--- src/rtl/dcmf_pkg.sv ---
`timescale 1ns / 1ps

package dcmf_pkg;

    // FIFO geometry
    localparam int FIFO_DEPTH = 16;
    localparam int WORD_BITS  = 32;
    localparam int PTR_W      = $clog2(FIFO_DEPTH);

    // Bus word widths
    localparam int DATA_W   = 32;
    localparam int OPCODE_W = 3;
    localparam int LANE_W   = 2;

    typedef logic [WORD_BITS-1:0] word_t;
    typedef logic [PTR_W-1:0]     ptr_t;

    // Access codes
    typedef enum logic [OPCODE_W-1:0] {
        OP_RD_CTRL = 3'd0,
        OP_WR_CTRL = 3'd1,
        OP_SEND    = 3'd2,
        OP_RECV    = 3'd3,
        OP_RD_SYNC = 3'd4,
        OP_WR_SYNC = 3'd5
    } op_t;

    // Byte lanes
    localparam int LANE_LO = 0;
    localparam int LANE_HI = 1;

    // Control word bit positions
    localparam int CTL_OWN_EMPTY = 0;
    localparam int CTL_OWN_FULL  = 1;
    localparam int CTL_SENT_IE   = 2;
    localparam int CTL_CLEAR     = 3;
    localparam int CTL_PEER_EMPTY = 8;
    localparam int CTL_PEER_FULL = 9;
    localparam int CTL_RECV_IE   = 10;
    localparam int CTL_ERROR     = 14;
    localparam int CTL_ENABLE    = 15;

    // Sync word bit positions
    localparam int SYNC_PEER_LSB = 0;
    localparam int SYNC_OWN_LSB  = 8;
    localparam int SYNC_IRQ      = 13;
    localparam int SYNC_ENABLE   = 14;
    localparam int NIBBLE_W      = 4;

    // Captured bus access
    typedef struct packed {
        logic                cpu_side;
        logic [OPCODE_W-1:0] opcode;
        logic [DATA_W-1:0]   write_data;
        logic [LANE_W-1:0]   lane_mask;
    } req_t;

    // Result of one access
    typedef struct packed {
        logic [DATA_W-1:0] read_data;
        logic [1:0]        irq_sent_mask;
        logic [1:0]        irq_recv_mask;
        logic [1:0]        irq_sync_mask;
    } rsp_t;

    // Commands into one send FIFO
    typedef struct packed {
        logic  clear;
        logic  push;
        logic  pop;
        word_t data;
    } fifo_ctl_t;

    // Status out of one send FIFO
    typedef struct packed {
        logic  empty;
        logic  full;
        logic  last;
        word_t head;
    } fifo_sts_t;

    // Advance a pointer modulo the FIFO depth
    function automatic ptr_t bump(input ptr_t p);
        return (p == ptr_t'(FIFO_DEPTH - 1)) ? '0 : ptr_t'(p + ptr_t'(1));
    endfunction

    // Fit a bus word into a stored word
    function automatic word_t to_word(input logic [DATA_W-1:0] d);
        logic [63:0] wide;
        wide = 64'(d);
        return wide[WORD_BITS-1:0];
    endfunction

    // Fit a stored word onto the bus
    function automatic logic [DATA_W-1:0] from_word(input word_t w);
        logic [63:0] wide;
        wide = 64'(w);
        return wide[DATA_W-1:0];
    endfunction

endpackage

--- src/rtl/dcmf_req_if.sv ---
`timescale 1ns / 1ps

interface dcmf_req_if;
    logic                          valid;
    logic                          ready;
    logic                          cpu_side;
    logic [dcmf_pkg::OPCODE_W-1:0] opcode;
    logic [dcmf_pkg::DATA_W-1:0]   write_data;
    logic [dcmf_pkg::LANE_W-1:0]   lane_mask;

    modport source (output valid, cpu_side, opcode, write_data, lane_mask, input ready);
    modport sink   (input valid, cpu_side, opcode, write_data, lane_mask, output ready);
endinterface

--- src/rtl/dcmf_rsp_if.sv ---
`timescale 1ns / 1ps

interface dcmf_rsp_if;
    logic                        valid;
    logic                        ready;
    logic [dcmf_pkg::DATA_W-1:0] read_data;
    logic [1:0]                  irq_sent_mask;
    logic [1:0]                  irq_recv_mask;
    logic [1:0]                  irq_sync_mask;

    modport source (output valid, read_data, irq_sent_mask, irq_recv_mask, irq_sync_mask,
                    input ready);
    modport sink   (input valid, read_data, irq_sent_mask, irq_recv_mask, irq_sync_mask,
                    output ready);
endinterface

--- src/rtl/dcmf_fifo.sv ---
`timescale 1ns / 1ps

module dcmf_fifo (
    input  logic                clk,
    input  logic                rst_n,
    input  dcmf_pkg::fifo_ctl_t ctl,
    output dcmf_pkg::fifo_sts_t sts
);

    dcmf_pkg::word_t words_reg [dcmf_pkg::FIFO_DEPTH];
    dcmf_pkg::ptr_t  rd_ptr_reg;
    dcmf_pkg::ptr_t  wr_ptr_reg;
    logic            empty_reg;
    logic            full_reg;

    dcmf_pkg::ptr_t  rd_ptr_next;
    dcmf_pkg::ptr_t  wr_ptr_next;
    logic            empty_next;
    logic            full_next;
    dcmf_pkg::ptr_t  rd_bump;
    dcmf_pkg::ptr_t  wr_bump;

    assign rd_bump = dcmf_pkg::bump(rd_ptr_reg);
    assign wr_bump = dcmf_pkg::bump(wr_ptr_reg);

    // Compute pointer and flag updates
    always_comb
    begin
        rd_ptr_next = rd_ptr_reg;
        wr_ptr_next = wr_ptr_reg;
        empty_next  = empty_reg;
        full_next   = full_reg;
        if (ctl.clear)
        begin
            rd_ptr_next = '0;
            wr_ptr_next = '0;
            empty_next  = 1'b1;
            full_next   = 1'b0;
        end
        else if (ctl.push)
        begin
            wr_ptr_next = wr_bump;
            empty_next  = 1'b0;
            full_next   = (wr_bump == rd_ptr_reg);
        end
        else if (ctl.pop)
        begin
            rd_ptr_next = rd_bump;
            full_next   = 1'b0;
            empty_next  = (rd_bump == wr_ptr_reg);
        end
    end

    // Hold pointers and flags
    always_ff @(posedge clk or negedge rst_n)
    begin
        if (!rst_n)
        begin
            rd_ptr_reg <= '0;
            wr_ptr_reg <= '0;
            empty_reg  <= 1'b1;
            full_reg   <= 1'b0;
        end
        else
        begin
            rd_ptr_reg <= rd_ptr_next;
            wr_ptr_reg <= wr_ptr_next;
            empty_reg  <= empty_next;
            full_reg   <= full_next;
        end
    end

    // Store words; zero them all on reset and on clear
    always_ff @(posedge clk or negedge rst_n)
    begin
        if (!rst_n)
        begin
            for (int i = 0; i < dcmf_pkg::FIFO_DEPTH; i++)
            begin
                words_reg[i] <= '0;
            end
        end
        else if (ctl.clear)
        begin
            for (int i = 0; i < dcmf_pkg::FIFO_DEPTH; i++)
            begin
                words_reg[i] <= '0;
            end
        end
        else if (ctl.push)
        begin
            words_reg[wr_ptr_reg] <= ctl.data;
        end
    end

    // Report status and head word
    assign sts.empty = empty_reg;
    assign sts.full  = full_reg;
    assign sts.last  = (rd_bump == wr_ptr_reg);
    assign sts.head  = words_reg[rd_ptr_reg];

endmodule

--- src/rtl/dual_cpu_mailbox_fifo.sv ---
`timescale 1ns / 1ps
// A word accepted on req sits in the input register; its result word moves on to the
// result register and shows on rsp; both registers hold while rsp is stalled.
// Throughput: one access per cycle while rsp is not stalled; each access touches flags,
// pointers and one FIFO word (a whole FIFO on clear) in one pass between the registers.
// Reset (rst_n low, asynchronous): both FIFOs empty with all words zero, all enables,
// error bits and sync nibbles cleared, both pipeline stages empty.

module dual_cpu_mailbox_fifo (
    input  logic      clk,
    input  logic      rst_n,
    dcmf_req_if.sink  req,
    dcmf_rsp_if.source rsp
);

    // Pipeline registers
    logic              in_valid_reg;
    dcmf_pkg::req_t    in_reg;
    logic              out_valid_reg;
    dcmf_pkg::rsp_t    out_reg;

    // Per-side control registers
    logic [1:0]        en_reg,   en_next;
    logic [1:0]        err_reg,  err_next;
    logic [1:0]        sie_reg,  sie_next;
    logic [1:0]        rie_reg,  rie_next;
    logic [1:0]        sen_reg,  sen_next;
    logic [dcmf_pkg::NIBBLE_W-1:0] nib0_reg, nib0_next;
    logic [dcmf_pkg::NIBBLE_W-1:0] nib1_reg, nib1_next;

    dcmf_pkg::fifo_ctl_t ctl0, ctl1, ctl_me, ctl_peer;
    dcmf_pkg::fifo_sts_t sts0, sts1, sts_me, sts_peer;
    dcmf_pkg::rsp_t      rsp_calc;

    logic              advance;
    logic              fire;
    logic              me;
    logic              peer;
    logic [dcmf_pkg::DATA_W-1:0] wd;
    logic [dcmf_pkg::NIBBLE_W-1:0] nib_me, nib_peer;

    // Handshake: move the input stage whenever the result register frees up
    assign advance   = !out_valid_reg || rsp.ready;
    assign fire      = in_valid_reg && advance;
    assign req.ready = !in_valid_reg || advance;

    assign me       = in_reg.cpu_side;
    assign peer     = ~in_reg.cpu_side;
    assign wd       = in_reg.write_data;
    assign sts_me   = me ? sts1 : sts0;
    assign sts_peer = me ? sts0 : sts1;
    assign nib_me   = me ? nib1_reg : nib0_reg;
    assign nib_peer = me ? nib0_reg : nib1_reg;
    assign ctl0     = me ? ctl_peer : ctl_me;
    assign ctl1     = me ? ctl_me : ctl_peer;

    // Send FIFOs, one per side
    dcmf_fifo u_fifo0 (
        .clk   (clk),
        .rst_n (rst_n),
        .ctl   (ctl0),
        .sts   (sts0)
    );

    dcmf_fifo u_fifo1 (
        .clk   (clk),
        .rst_n (rst_n),
        .ctl   (ctl1),
        .sts   (sts1)
    );

    // Decode the access and compute state updates and the result word
    always_comb
    begin
        en_next   = en_reg;
        err_next  = err_reg;
        sie_next  = sie_reg;
        rie_next  = rie_reg;
        sen_next  = sen_reg;
        nib0_next = nib0_reg;
        nib1_next = nib1_reg;
        ctl_me    = '0;
        ctl_peer  = '0;
        rsp_calc  = '0;
        ctl_me.data = dcmf_pkg::to_word(wd);

        if (fire)
        begin
            unique case (dcmf_pkg::op_t'(in_reg.opcode))
                dcmf_pkg::OP_RD_CTRL:
                begin
                    rsp_calc.read_data[dcmf_pkg::CTL_ENABLE]     = en_reg[me];
                    rsp_calc.read_data[dcmf_pkg::CTL_ERROR]      = err_reg[me];
                    rsp_calc.read_data[dcmf_pkg::CTL_RECV_IE]    = rie_reg[me];
                    rsp_calc.read_data[dcmf_pkg::CTL_PEER_FULL]  = sts_peer.full;
                    rsp_calc.read_data[dcmf_pkg::CTL_PEER_EMPTY] = sts_peer.empty;
                    rsp_calc.read_data[dcmf_pkg::CTL_SENT_IE]    = sie_reg[me];
                    rsp_calc.read_data[dcmf_pkg::CTL_OWN_FULL]   = sts_me.full;
                    rsp_calc.read_data[dcmf_pkg::CTL_OWN_EMPTY]  = sts_me.empty;
                end
                dcmf_pkg::OP_WR_CTRL:
                begin
                    if (in_reg.lane_mask[dcmf_pkg::LANE_LO])
                    begin
                        sie_next[me] = wd[dcmf_pkg::CTL_SENT_IE];
                        ctl_me.clear = wd[dcmf_pkg::CTL_CLEAR];
                        // raise sent irq on a rising enable while own FIFO is empty or being cleared
                        if ((wd[dcmf_pkg::CTL_CLEAR] || sts_me.empty)
                            && wd[dcmf_pkg::CTL_SENT_IE] && !sie_reg[me])
                        begin
                            rsp_calc.irq_sent_mask[me] = 1'b1;
                        end
                    end
                    if (in_reg.lane_mask[dcmf_pkg::LANE_HI])
                    begin
                        rie_next[me] = wd[dcmf_pkg::CTL_RECV_IE];
                        en_next[me]  = wd[dcmf_pkg::CTL_ENABLE];
                        if (wd[dcmf_pkg::CTL_ERROR])
                        begin
                            err_next[me] = 1'b0;
                        end
                        // raise recv irq on a rising enable while peer has words
                        if (!sts_peer.empty && wd[dcmf_pkg::CTL_RECV_IE] && !rie_reg[me])
                        begin
                            rsp_calc.irq_recv_mask[me] = 1'b1;
                        end
                    end
                end
                dcmf_pkg::OP_SEND:
                begin
                    if (en_reg[me])
                    begin
                        if (sts_me.full)
                        begin
                            err_next[me] = 1'b1;
                        end
                        else
                        begin
                            ctl_me.push = 1'b1;
                            if (sts_me.empty && rie_reg[peer])
                            begin
                                rsp_calc.irq_recv_mask[peer] = 1'b1;
                            end
                        end
                    end
                end
                dcmf_pkg::OP_RECV:
                begin
                    rsp_calc.read_data = dcmf_pkg::from_word(sts_peer.head);
                    if (en_reg[peer])
                    begin
                        if (sts_peer.empty)
                        begin
                            err_next[me] = 1'b1;
                        end
                        else
                        begin
                            ctl_peer.pop = 1'b1;
                            if (sts_peer.last && sie_reg[peer])
                            begin
                                rsp_calc.irq_sent_mask[peer] = 1'b1;
                            end
                        end
                    end
                end
                dcmf_pkg::OP_RD_SYNC:
                begin
                    rsp_calc.read_data[dcmf_pkg::SYNC_ENABLE] = sen_reg[me];
                    rsp_calc.read_data[dcmf_pkg::SYNC_OWN_LSB +: dcmf_pkg::NIBBLE_W]  = nib_me;
                    rsp_calc.read_data[dcmf_pkg::SYNC_PEER_LSB +: dcmf_pkg::NIBBLE_W] = nib_peer;
                end
                dcmf_pkg::OP_WR_SYNC:
                begin
                    if (in_reg.lane_mask[dcmf_pkg::LANE_HI])
                    begin
                        sen_next[me] = wd[dcmf_pkg::SYNC_ENABLE];
                        if (me)
                        begin
                            nib1_next = wd[dcmf_pkg::SYNC_OWN_LSB +: dcmf_pkg::NIBBLE_W];
                        end
                        else
                        begin
                            nib0_next = wd[dcmf_pkg::SYNC_OWN_LSB +: dcmf_pkg::NIBBLE_W];
                        end
                        if (wd[dcmf_pkg::SYNC_IRQ] && sen_reg[peer])
                        begin
                            rsp_calc.irq_sync_mask[peer] = 1'b1;
                        end
                    end
                end
                default:
                begin
                    // unused codes: no effect, zero result
                end
            endcase
        end
    end

    // Hold per-side control state
    always_ff @(posedge clk or negedge rst_n)
    begin
        if (!rst_n)
        begin
            en_reg   <= '0;
            err_reg  <= '0;
            sie_reg  <= '0;
            rie_reg  <= '0;
            sen_reg  <= '0;
            nib0_reg <= '0;
            nib1_reg <= '0;
        end
        else
        begin
            en_reg   <= en_next;
            err_reg  <= err_next;
            sie_reg  <= sie_next;
            rie_reg  <= rie_next;
            sen_reg  <= sen_next;
            nib0_reg <= nib0_next;
            nib1_reg <= nib1_next;
        end
    end

    // Advance valid bits of both stages
    always_ff @(posedge clk or negedge rst_n)
    begin
        if (!rst_n)
        begin
            in_valid_reg  <= 1'b0;
            out_valid_reg <= 1'b0;
        end
        else
        begin
            if (req.ready)
            begin
                in_valid_reg <= req.valid;
            end
            if (advance)
            begin
                out_valid_reg <= in_valid_reg;
            end
        end
    end

    // Capture the incoming word and the finished result
    always_ff @(posedge clk)
    begin
        if (req.valid && req.ready)
        begin
            in_reg.cpu_side   <= req.cpu_side;
            in_reg.opcode     <= req.opcode;
            in_reg.write_data <= req.write_data;
            in_reg.lane_mask  <= req.lane_mask;
        end
        if (fire)
        begin
            out_reg <= rsp_calc;
        end
    end

    // Drive the result channel
    assign rsp.valid         = out_valid_reg;
    assign rsp.read_data     = out_reg.read_data;
    assign rsp.irq_sent_mask = out_reg.irq_sent_mask;
    assign rsp.irq_recv_mask = out_reg.irq_recv_mask;
    assign rsp.irq_sync_mask = out_reg.irq_sync_mask;

endmodule

--- src/flat_wrapper.sv ---
// flat-port wrapper written by rule: the top's interface ports become plain ports
module dual_cpu_mailbox_fifo_flat 
  (clk, rst_n, req_valid, req_cpu_side, req_opcode, req_write_data, req_lane_mask, req_ready, rsp_valid, rsp_read_data, rsp_irq_sent_mask, rsp_irq_recv_mask, rsp_irq_sync_mask, rsp_ready);
  dcmf_req_if req_i ();
  dcmf_rsp_if rsp_i ();
  input  logic clk;
  input  logic rst_n;
  input wire logic [$bits(req_i.valid)-1:0] req_valid;
  input wire logic [$bits(req_i.cpu_side)-1:0] req_cpu_side;
  input wire logic [$bits(req_i.opcode)-1:0] req_opcode;
  input wire logic [$bits(req_i.write_data)-1:0] req_write_data;
  input wire logic [$bits(req_i.lane_mask)-1:0] req_lane_mask;
  output wire logic [$bits(req_i.ready)-1:0] req_ready;
  output wire logic [$bits(rsp_i.valid)-1:0] rsp_valid;
  output wire logic [$bits(rsp_i.read_data)-1:0] rsp_read_data;
  output wire logic [$bits(rsp_i.irq_sent_mask)-1:0] rsp_irq_sent_mask;
  output wire logic [$bits(rsp_i.irq_recv_mask)-1:0] rsp_irq_recv_mask;
  output wire logic [$bits(rsp_i.irq_sync_mask)-1:0] rsp_irq_sync_mask;
  input wire logic [$bits(rsp_i.ready)-1:0] rsp_ready;
  assign req_i.valid = req_valid;
  assign req_i.cpu_side = req_cpu_side;
  assign req_i.opcode = req_opcode;
  assign req_i.write_data = req_write_data;
  assign req_i.lane_mask = req_lane_mask;
  assign req_ready = req_i.ready;
  assign rsp_valid = rsp_i.valid;
  assign rsp_read_data = rsp_i.read_data;
  assign rsp_irq_sent_mask = rsp_i.irq_sent_mask;
  assign rsp_irq_recv_mask = rsp_i.irq_recv_mask;
  assign rsp_irq_sync_mask = rsp_i.irq_sync_mask;
  assign rsp_i.ready = rsp_ready;
  dual_cpu_mailbox_fifo u_core (.clk(clk), .rst_n(rst_n), .req(req_i), .rsp(rsp_i));
endmodule
--- config.mk ---
export PLATFORM = sky130hd
export DESIGN_NAME = dual_cpu_mailbox_fifo_flat
export DESIGN_NICKNAME = d
export VERILOG_FILES = /design/src/rtl/dcmf_pkg.sv /design/src/rtl/dcmf_req_if.sv /design/src/rtl/dcmf_rsp_if.sv /design/src/rtl/dcmf_fifo.sv /design/src/rtl/dual_cpu_mailbox_fifo.sv /design/src/flat_wrapper.sv
export SDC_FILE = /design/constraint.sdc
export NUM_CORES = 2
export LEC_CHECK = 0
export BUFFER_PORTS_ARGS = -buffer_cell sky130_fd_sc_hd__buf_2
export CAP_MARGIN = 0
export CORE_MARGIN = 3
export CORE_UTILIZATION = 59
export CTS_CLUSTER_DIAMETER = 30
export DETAILED_ROUTE_END_ITERATION = 8
export PLACE_DENSITY = 0.84
export SLEW_MARGIN = 20
export SYNTH_ARGS = -nofsm -noshare
export SYNTH_HDL_FRONTEND = slang
export SYNTH_SLANG_ARGS = --single-unit
--- constraint.sdc ---
create_clock -name clk -period 8.2 [get_ports clk]
set_input_delay 1.64 -clock clk [delete_from_list [all_inputs] [get_ports clk]]
set_output_delay 1.64 -clock clk [all_outputs]
set_load 0.03 [all_outputs]
# Word level (Yosys, flattened, before mapping)
# Cells that the tools add are included.
[word_totals] n_memories=0 latchBits=0 word_cells=248 mem_bits_ro=0 ramBits=0 input_bits=42 register_bits=1140
[classes] n_reduce_logical=38 n_bitwise=8 add_sub_neg=4 eq_ne=21 multipliers=0 n_div=0 shift=0 muxes=109 n_lt_le_gt_ge=10
[ops] op="2-to-1 mux 512 bit" count=4
[ops] op="bitwise mux 512 bit" count=2
[ops] op="binary-select mux 32 bit (select 4 bit)" count=2
[ops] op="demux 32 bit (select 4 bit)" count=2
[ops] op="2-to-1 mux 32 bit" count=6
[ops] op="2-to-1 mux 35 bit" count=4
[ops] op="2-to-1 mux 4 bit" count=16
[ops] op="2-to-1 mux 1 bit" count=41
[ops] op="2-to-1 mux 2 bit" count=17
[ops] op=">= comparator 5 bit, second input constant" count=4
[ops] op="NOT 4 -> 5 bit" count=4
[ops] op="case mux 3 bit (3 select lines)" count=2
[ops] op="adder 4 x 1 -> 4 bit, second input constant" count=4
[ops] op="equality test 4 bit" count=4
[ops] op="equality test 4 bit, second input constant" count=4
[ops] op="!= test 2 x 1 -> 1 bit, second input constant" count=8
[ops] op="logical AND 1 bit" count=13
[ops] op="AND reduction 3 bit" count=4
[ops] op="less-than comparator 5 x 1 -> 1 bit, second input constant" count=2
[ops] op="nonzero test 3 bit" count=3
[ops] op="bitwise mux 2 bit" count=4
[ops] op="case mux 2 bit (2 select lines)" count=2
[ops] op="AND reduction 4 bit" count=2
[ops] op="AND reduction 8 bit" count=1
[ops] op="other kinds (18)" count=35

# Longest topological paths before layout
[logic_depth] ltp_word=13 depth_mapped=11 depth_no_buf=6

# Modules after synthesis
# From an unflattened synthesis, not the netlist that was laid out.
[hier_totals] cells_unflattened=5480 area_unflattened_um2=53726.5
[by_module_without_submodules] mod="dcmf_fifo" cells_per_inst=2566 area_per_inst_um2=24583.6 instances=2 seq_area_each_um2=13063.8
[by_module_without_submodules] mod="dual_cpu_mailbox_fifo" cells_per_inst=348 area_per_inst_um2=4559.4 instances=1 seq_area_each_um2=2782.7

# Least setup slack after synthesis
# Ideal clock, no wire load.
[synth_path] path_kind="input port to flip-flop" start="in rsp_ready" end="reg u_core.nib0_reg[0] (netlist name)" path_buffers=2 setup_time_ns=0.125 arrival_time_ns=3.801 path_stages=7 path_slack_ns=4.274 t_required_ns=8.075 cell_sequence="nand2b_1 -> clkbuf_1 -> nand2_1 -> inv_1 -> and3_1 -> clkbuf_1 -> mux2_2"
[synth_via] elab_chain_cells=3
[synth_lines] item="start: declaration" line="flat_wrapper.sv:19" source="input wire logic [$bits(rsp_i.ready)-1:0] rsp_ready;"
[synth_lines] item="logical OR 1 bit" line="dual_cpu_mailbox_fifo.sv:43" source="assign advance = !out_valid_reg || rsp.ready;"
[synth_lines] item="logical AND 1 bit" line="dual_cpu_mailbox_fifo.sv:44" source="assign fire = in_valid_reg && advance;"
[synth_lines] item="named net u_core.fire" line="dual_cpu_mailbox_fifo.sv:36" source="logic fire;"
[synth_lines] item="AND reduction 4 bit (no source line)"
[synth_lines] item="end signal: assignment" line="dual_cpu_mailbox_fifo.sv:219" source="nib0_reg <= nib0_next;"
[synth_lines] item="end: declaration" line="dual_cpu_mailbox_fifo.sv:28" source="logic [dcmf_pkg::NIBBLE_W-1:0] nib0_reg, nib0_next;"
# The timed path passes the listed nets, and every way through them passes these cells.
# A chain may end at the register's enable or synchronous reset.

# Worst setup path after layout
[layout_path] start="in rsp_ready" end="reg u_core.u_fifo0.words_reg[398] (netlist name)"
[layout_via] elab_chain_cells=5
[layout_lines] item="logical OR 1 bit *" line="dual_cpu_mailbox_fifo.sv:43"
[layout_lines] item="logical AND 1 bit *" line="dual_cpu_mailbox_fifo.sv:44"
[layout_lines] item="2-to-1 mux 2 bit *" line="dual_cpu_mailbox_fifo.sv:87" source="if (fire)"
[layout_lines] item="2-to-1 mux 35 bit *" line="dual_cpu_mailbox_fifo.sv:54" source="assign ctl0 = me ? ctl_peer : ctl_me;"
[layout_lines] item="2-to-1 mux 512 bit or nonzero test 2 bit (tied branches)"
[layout_lines] item="end signal: indexed assignment" line="dcmf_fifo.sv:92" source="words_reg[wr_ptr_reg] <= ctl.data;"
[layout_lines] item="end: declaration" line="dcmf_fifo.sv:10" source="dcmf_pkg::word_t words_reg [dcmf_pkg::FIFO_DEPTH];"
# Every way passes the cells marked *; elsewhere a longest branch is shown, timed or not.

==> flow_summary.ini <==
[outcome]
run_status = finished clean

[placement]
port_buffers = 81
place_area_um2 = 52300
hpwlAfterDp_um = 82300
place_inst = 5537
place.gp.congestion = 0.906

[global_routing]
grt_util_all_layers_pct = 34.2
antenna_found_initial = 3
grt_overflow = 0
grt_pass1_wl_um = 241000
grt_max_degree = 237
grt_pass1_vias = 41900

[power_and_ir_drop]
p_sw_mw = 3.60
peakVddDrop_mv = 0.196
pwr-share-comb_pct = 5.9
powerDensity_nw_per_um2 = 249
power.share.sequential_pct = 41.0
power_mw = 14.6
p_leak_nw = 24.1
p_int_mw = 11.0
swShare_pct = 24.7
p_clk_share_pct = 53.2

[clock_network]
insertion_delay_ns = 0.78
root_buffer = clkbuf_16
cts.sinks = 1140
clkTransAtPathRegs_ns = 0.06
postCtsHoldBufs = 0
cts_buffers = 171
cts_max_level = 4
cts.repair.resized = 0
cts_buffer_depth = 3
cts_setup_buffers = 0
tritoncts = done

[synthesis]
syn_inst = 4739
yosysUniqueCellTypes = 69
synth.avg_cell_area_um2 = 10.9
synth_edf_count = 76
syn_area_um2 = 51700
synth_flop_cell = dfrtp_1
synth_nets = 4791
async_flop_share_pct = 93.3
yosysSeqAreaShare_pct = 55.9
ys_seq_elements = 1140
synth-warning-count = 0

[floorplanning]
die_area_um2 = 91200
initial_utilization_pct = 60.1
rows = 107
dieHeight_um = 302
die_w_um = 302
ioPinCount = 82
core_um2 = 86100

[setup_path]
required_ns = 8.89
path_delay_family = simple AND/OR/NAND/NOR gates
path_buf_inv = 2
crit_path_start_kind = input pin
critical_path.cell_chain = buf_2 > nand2b_1 > nand4_4 > nand2b_4 > buf_12 > nand3_1 > o21ai_1
path_max_fanout = 236
worstSetupPathType = in -> reg
critPathCaptureType = flop
crit_path_max_incr_delay_ns = 0.86
cp.arrival_ns = 5.05
slowest_stage = nand2b_4

[detailed_routing]
ant_nets = 0
vias = 41900
totalWireLength_um = 155000
wl_per_cell_um = 26.5
first_pass_iters = 9
viasPerCell = 7.15
drc = 0
drtIter0Drc = 6336

[final_layout]
final_common_cell = dfrtp_1
fin_area_um2 = 58400
drive_gt1_share_pct = 16.5
fin_cells = 5858
fin_nets = 4618
final_cell_mix = dfrtp_1, nand3_1, o21ai_1
syn2layout_area_growth_pct = 13.0

[timing]
maxSlewViolCount = 0
finalSetupTns_ns = 0
rsz0062_at_grt = no
skew_ns = 0.0351
period_share_pct = 53.2
hold_violations = 0
final-setup-viol-count = 0
relSlewSlack_pct = 16.9
fmax_mhz = 229
tightest_slew_ns = 1.25
period_needed_ns = 4.36

[run]
drv_cap = 0

[worst_hold_path]
hold_class = reg -> reg
synth_stat cells (all sizes together) (3+ instances only):
master	count	share of area (%)
inv	13	0.094
a22oi	34	0.49
and3	4	0.048
clkbuf	284	2.1
nand3b	3	0.044
o22ai	29	0.35
mux2i	119	2.3
nor2b	31	0.38
mux4	215	9.4
edfxtp	76	4.4
nand4	31	0.56
a21oi	169	1.6
or3	3	0.036
a31o	3	0.051
a41oi	5	0.085
nor2	42	0.31
ha	10	0.24
buf	221	2.1
nor4	3	0.036
and2	14	0.17
mux2	21	0.46
or2	18	0.22
o31ai	3	0.044
o41ai	3	0.051
nand2b	6	0.087
o21ai	858	8.3
a22o	52	0.88
xnor2	15	0.25
dfrtp	1062	51
xor2	4	0.068
a21o	3	0.044
o2bb2ai	36	0.61
a31oi	7	0.085
nand3	867	8.4
nand2	401	3.0
a221oi	47	0.80
o22a	3	0.051
cell type report:
class                      instances  area (µm²)
sequential                      1140       28900
fill                            5650       27700
multi-input combinational       3081       20800
clock buffer                     197        4560
clock inverter                   123        1590
tap                             1144        1430
timing repair buffer             159        1100
inverter                          13        48.8
antenna                            1        2.50
cell families (layout without fill, tap and decap cells):
logic type	after synthesis	in the layout	synth area share, %
other	0	1	0
buffers and inverters	518	492	4.29
flip-flops	1140	1140	55.9
XOR/XNOR	19	19	0.322
AO/OA/AOI/OAI	1265	1265	13.7
adder cells (fa/ha/maj)	10	10	0.242
multiplexers	355	355	12.1
AND/OR/NAND/NOR	1432	1432	13.4
routing by layer:
layer / wire [µm] / up-vias / track usage, %
met5: 13 / - / 0
met3: 21900 / 686 / 11.6
li1: - / 17100 / -
met2: 69100 / 3351 / 50.0
met4: 8610 / 2 / 18.0
met1: 55700 / 20800 / 45.9
power by group through the flow:
stage / logic [mW] / registers [mW] / clock network, mW
floorplan: 0.576 / 5.98 / 0
global placement: 0.819 / 6.04 / 0
detailed placement: 0.837 / 6.05 / 0
CTS: 0.846 / 5.95 / 7.76
global route: 0.918 / 5.97 / 8.04
finish: 0.852 / 5.96 / 7.74
per-stage QoR:
| step | hold slack, ns | util (%) | worst slack, ns |
|---|---|---|---|
| 2_1_floorplan | 0.451 | - | 4.27 |
| 4_1_cts | 0.485 | 67.9 | 4.13 |
| 3_3_place_gp | 0.467 | 60.7 | 3.49 |
| 3_5_place_dp | 0.473 | 60.7 | 3.39 |
| 5_1_grt | 0.490 | 67.9 | 3.81 |
| 6_report | 0.484 | 67.9 | 3.84 |
final timing paths:
check,slack [ns],depth (start not counted),from,to
setup / recovery,3.84,7,rsp_ready,u_core.u_fifo0.words_reg[398]
hold reg to reg,0.48,1,u_core.u_fifo1.words_reg[29],u_core.u_fifo1.words_reg[29]
min in group asynchronous,0.94,1,rst_n,u_core.u_fifo1.words_reg[509]
setup reg to reg,3.95,8,u_core.me,u_core.u_fifo1.words_reg[286]
hold / removal,0.48,1,u_core.u_fifo1.words_reg[29],u_core.u_fifo1.words_reg[29]
max in group asynchronous,5.30,3,rst_n,u_core.u_fifo0.words_reg[262]
Note: power is estimated with default switching activity, not from simulation.
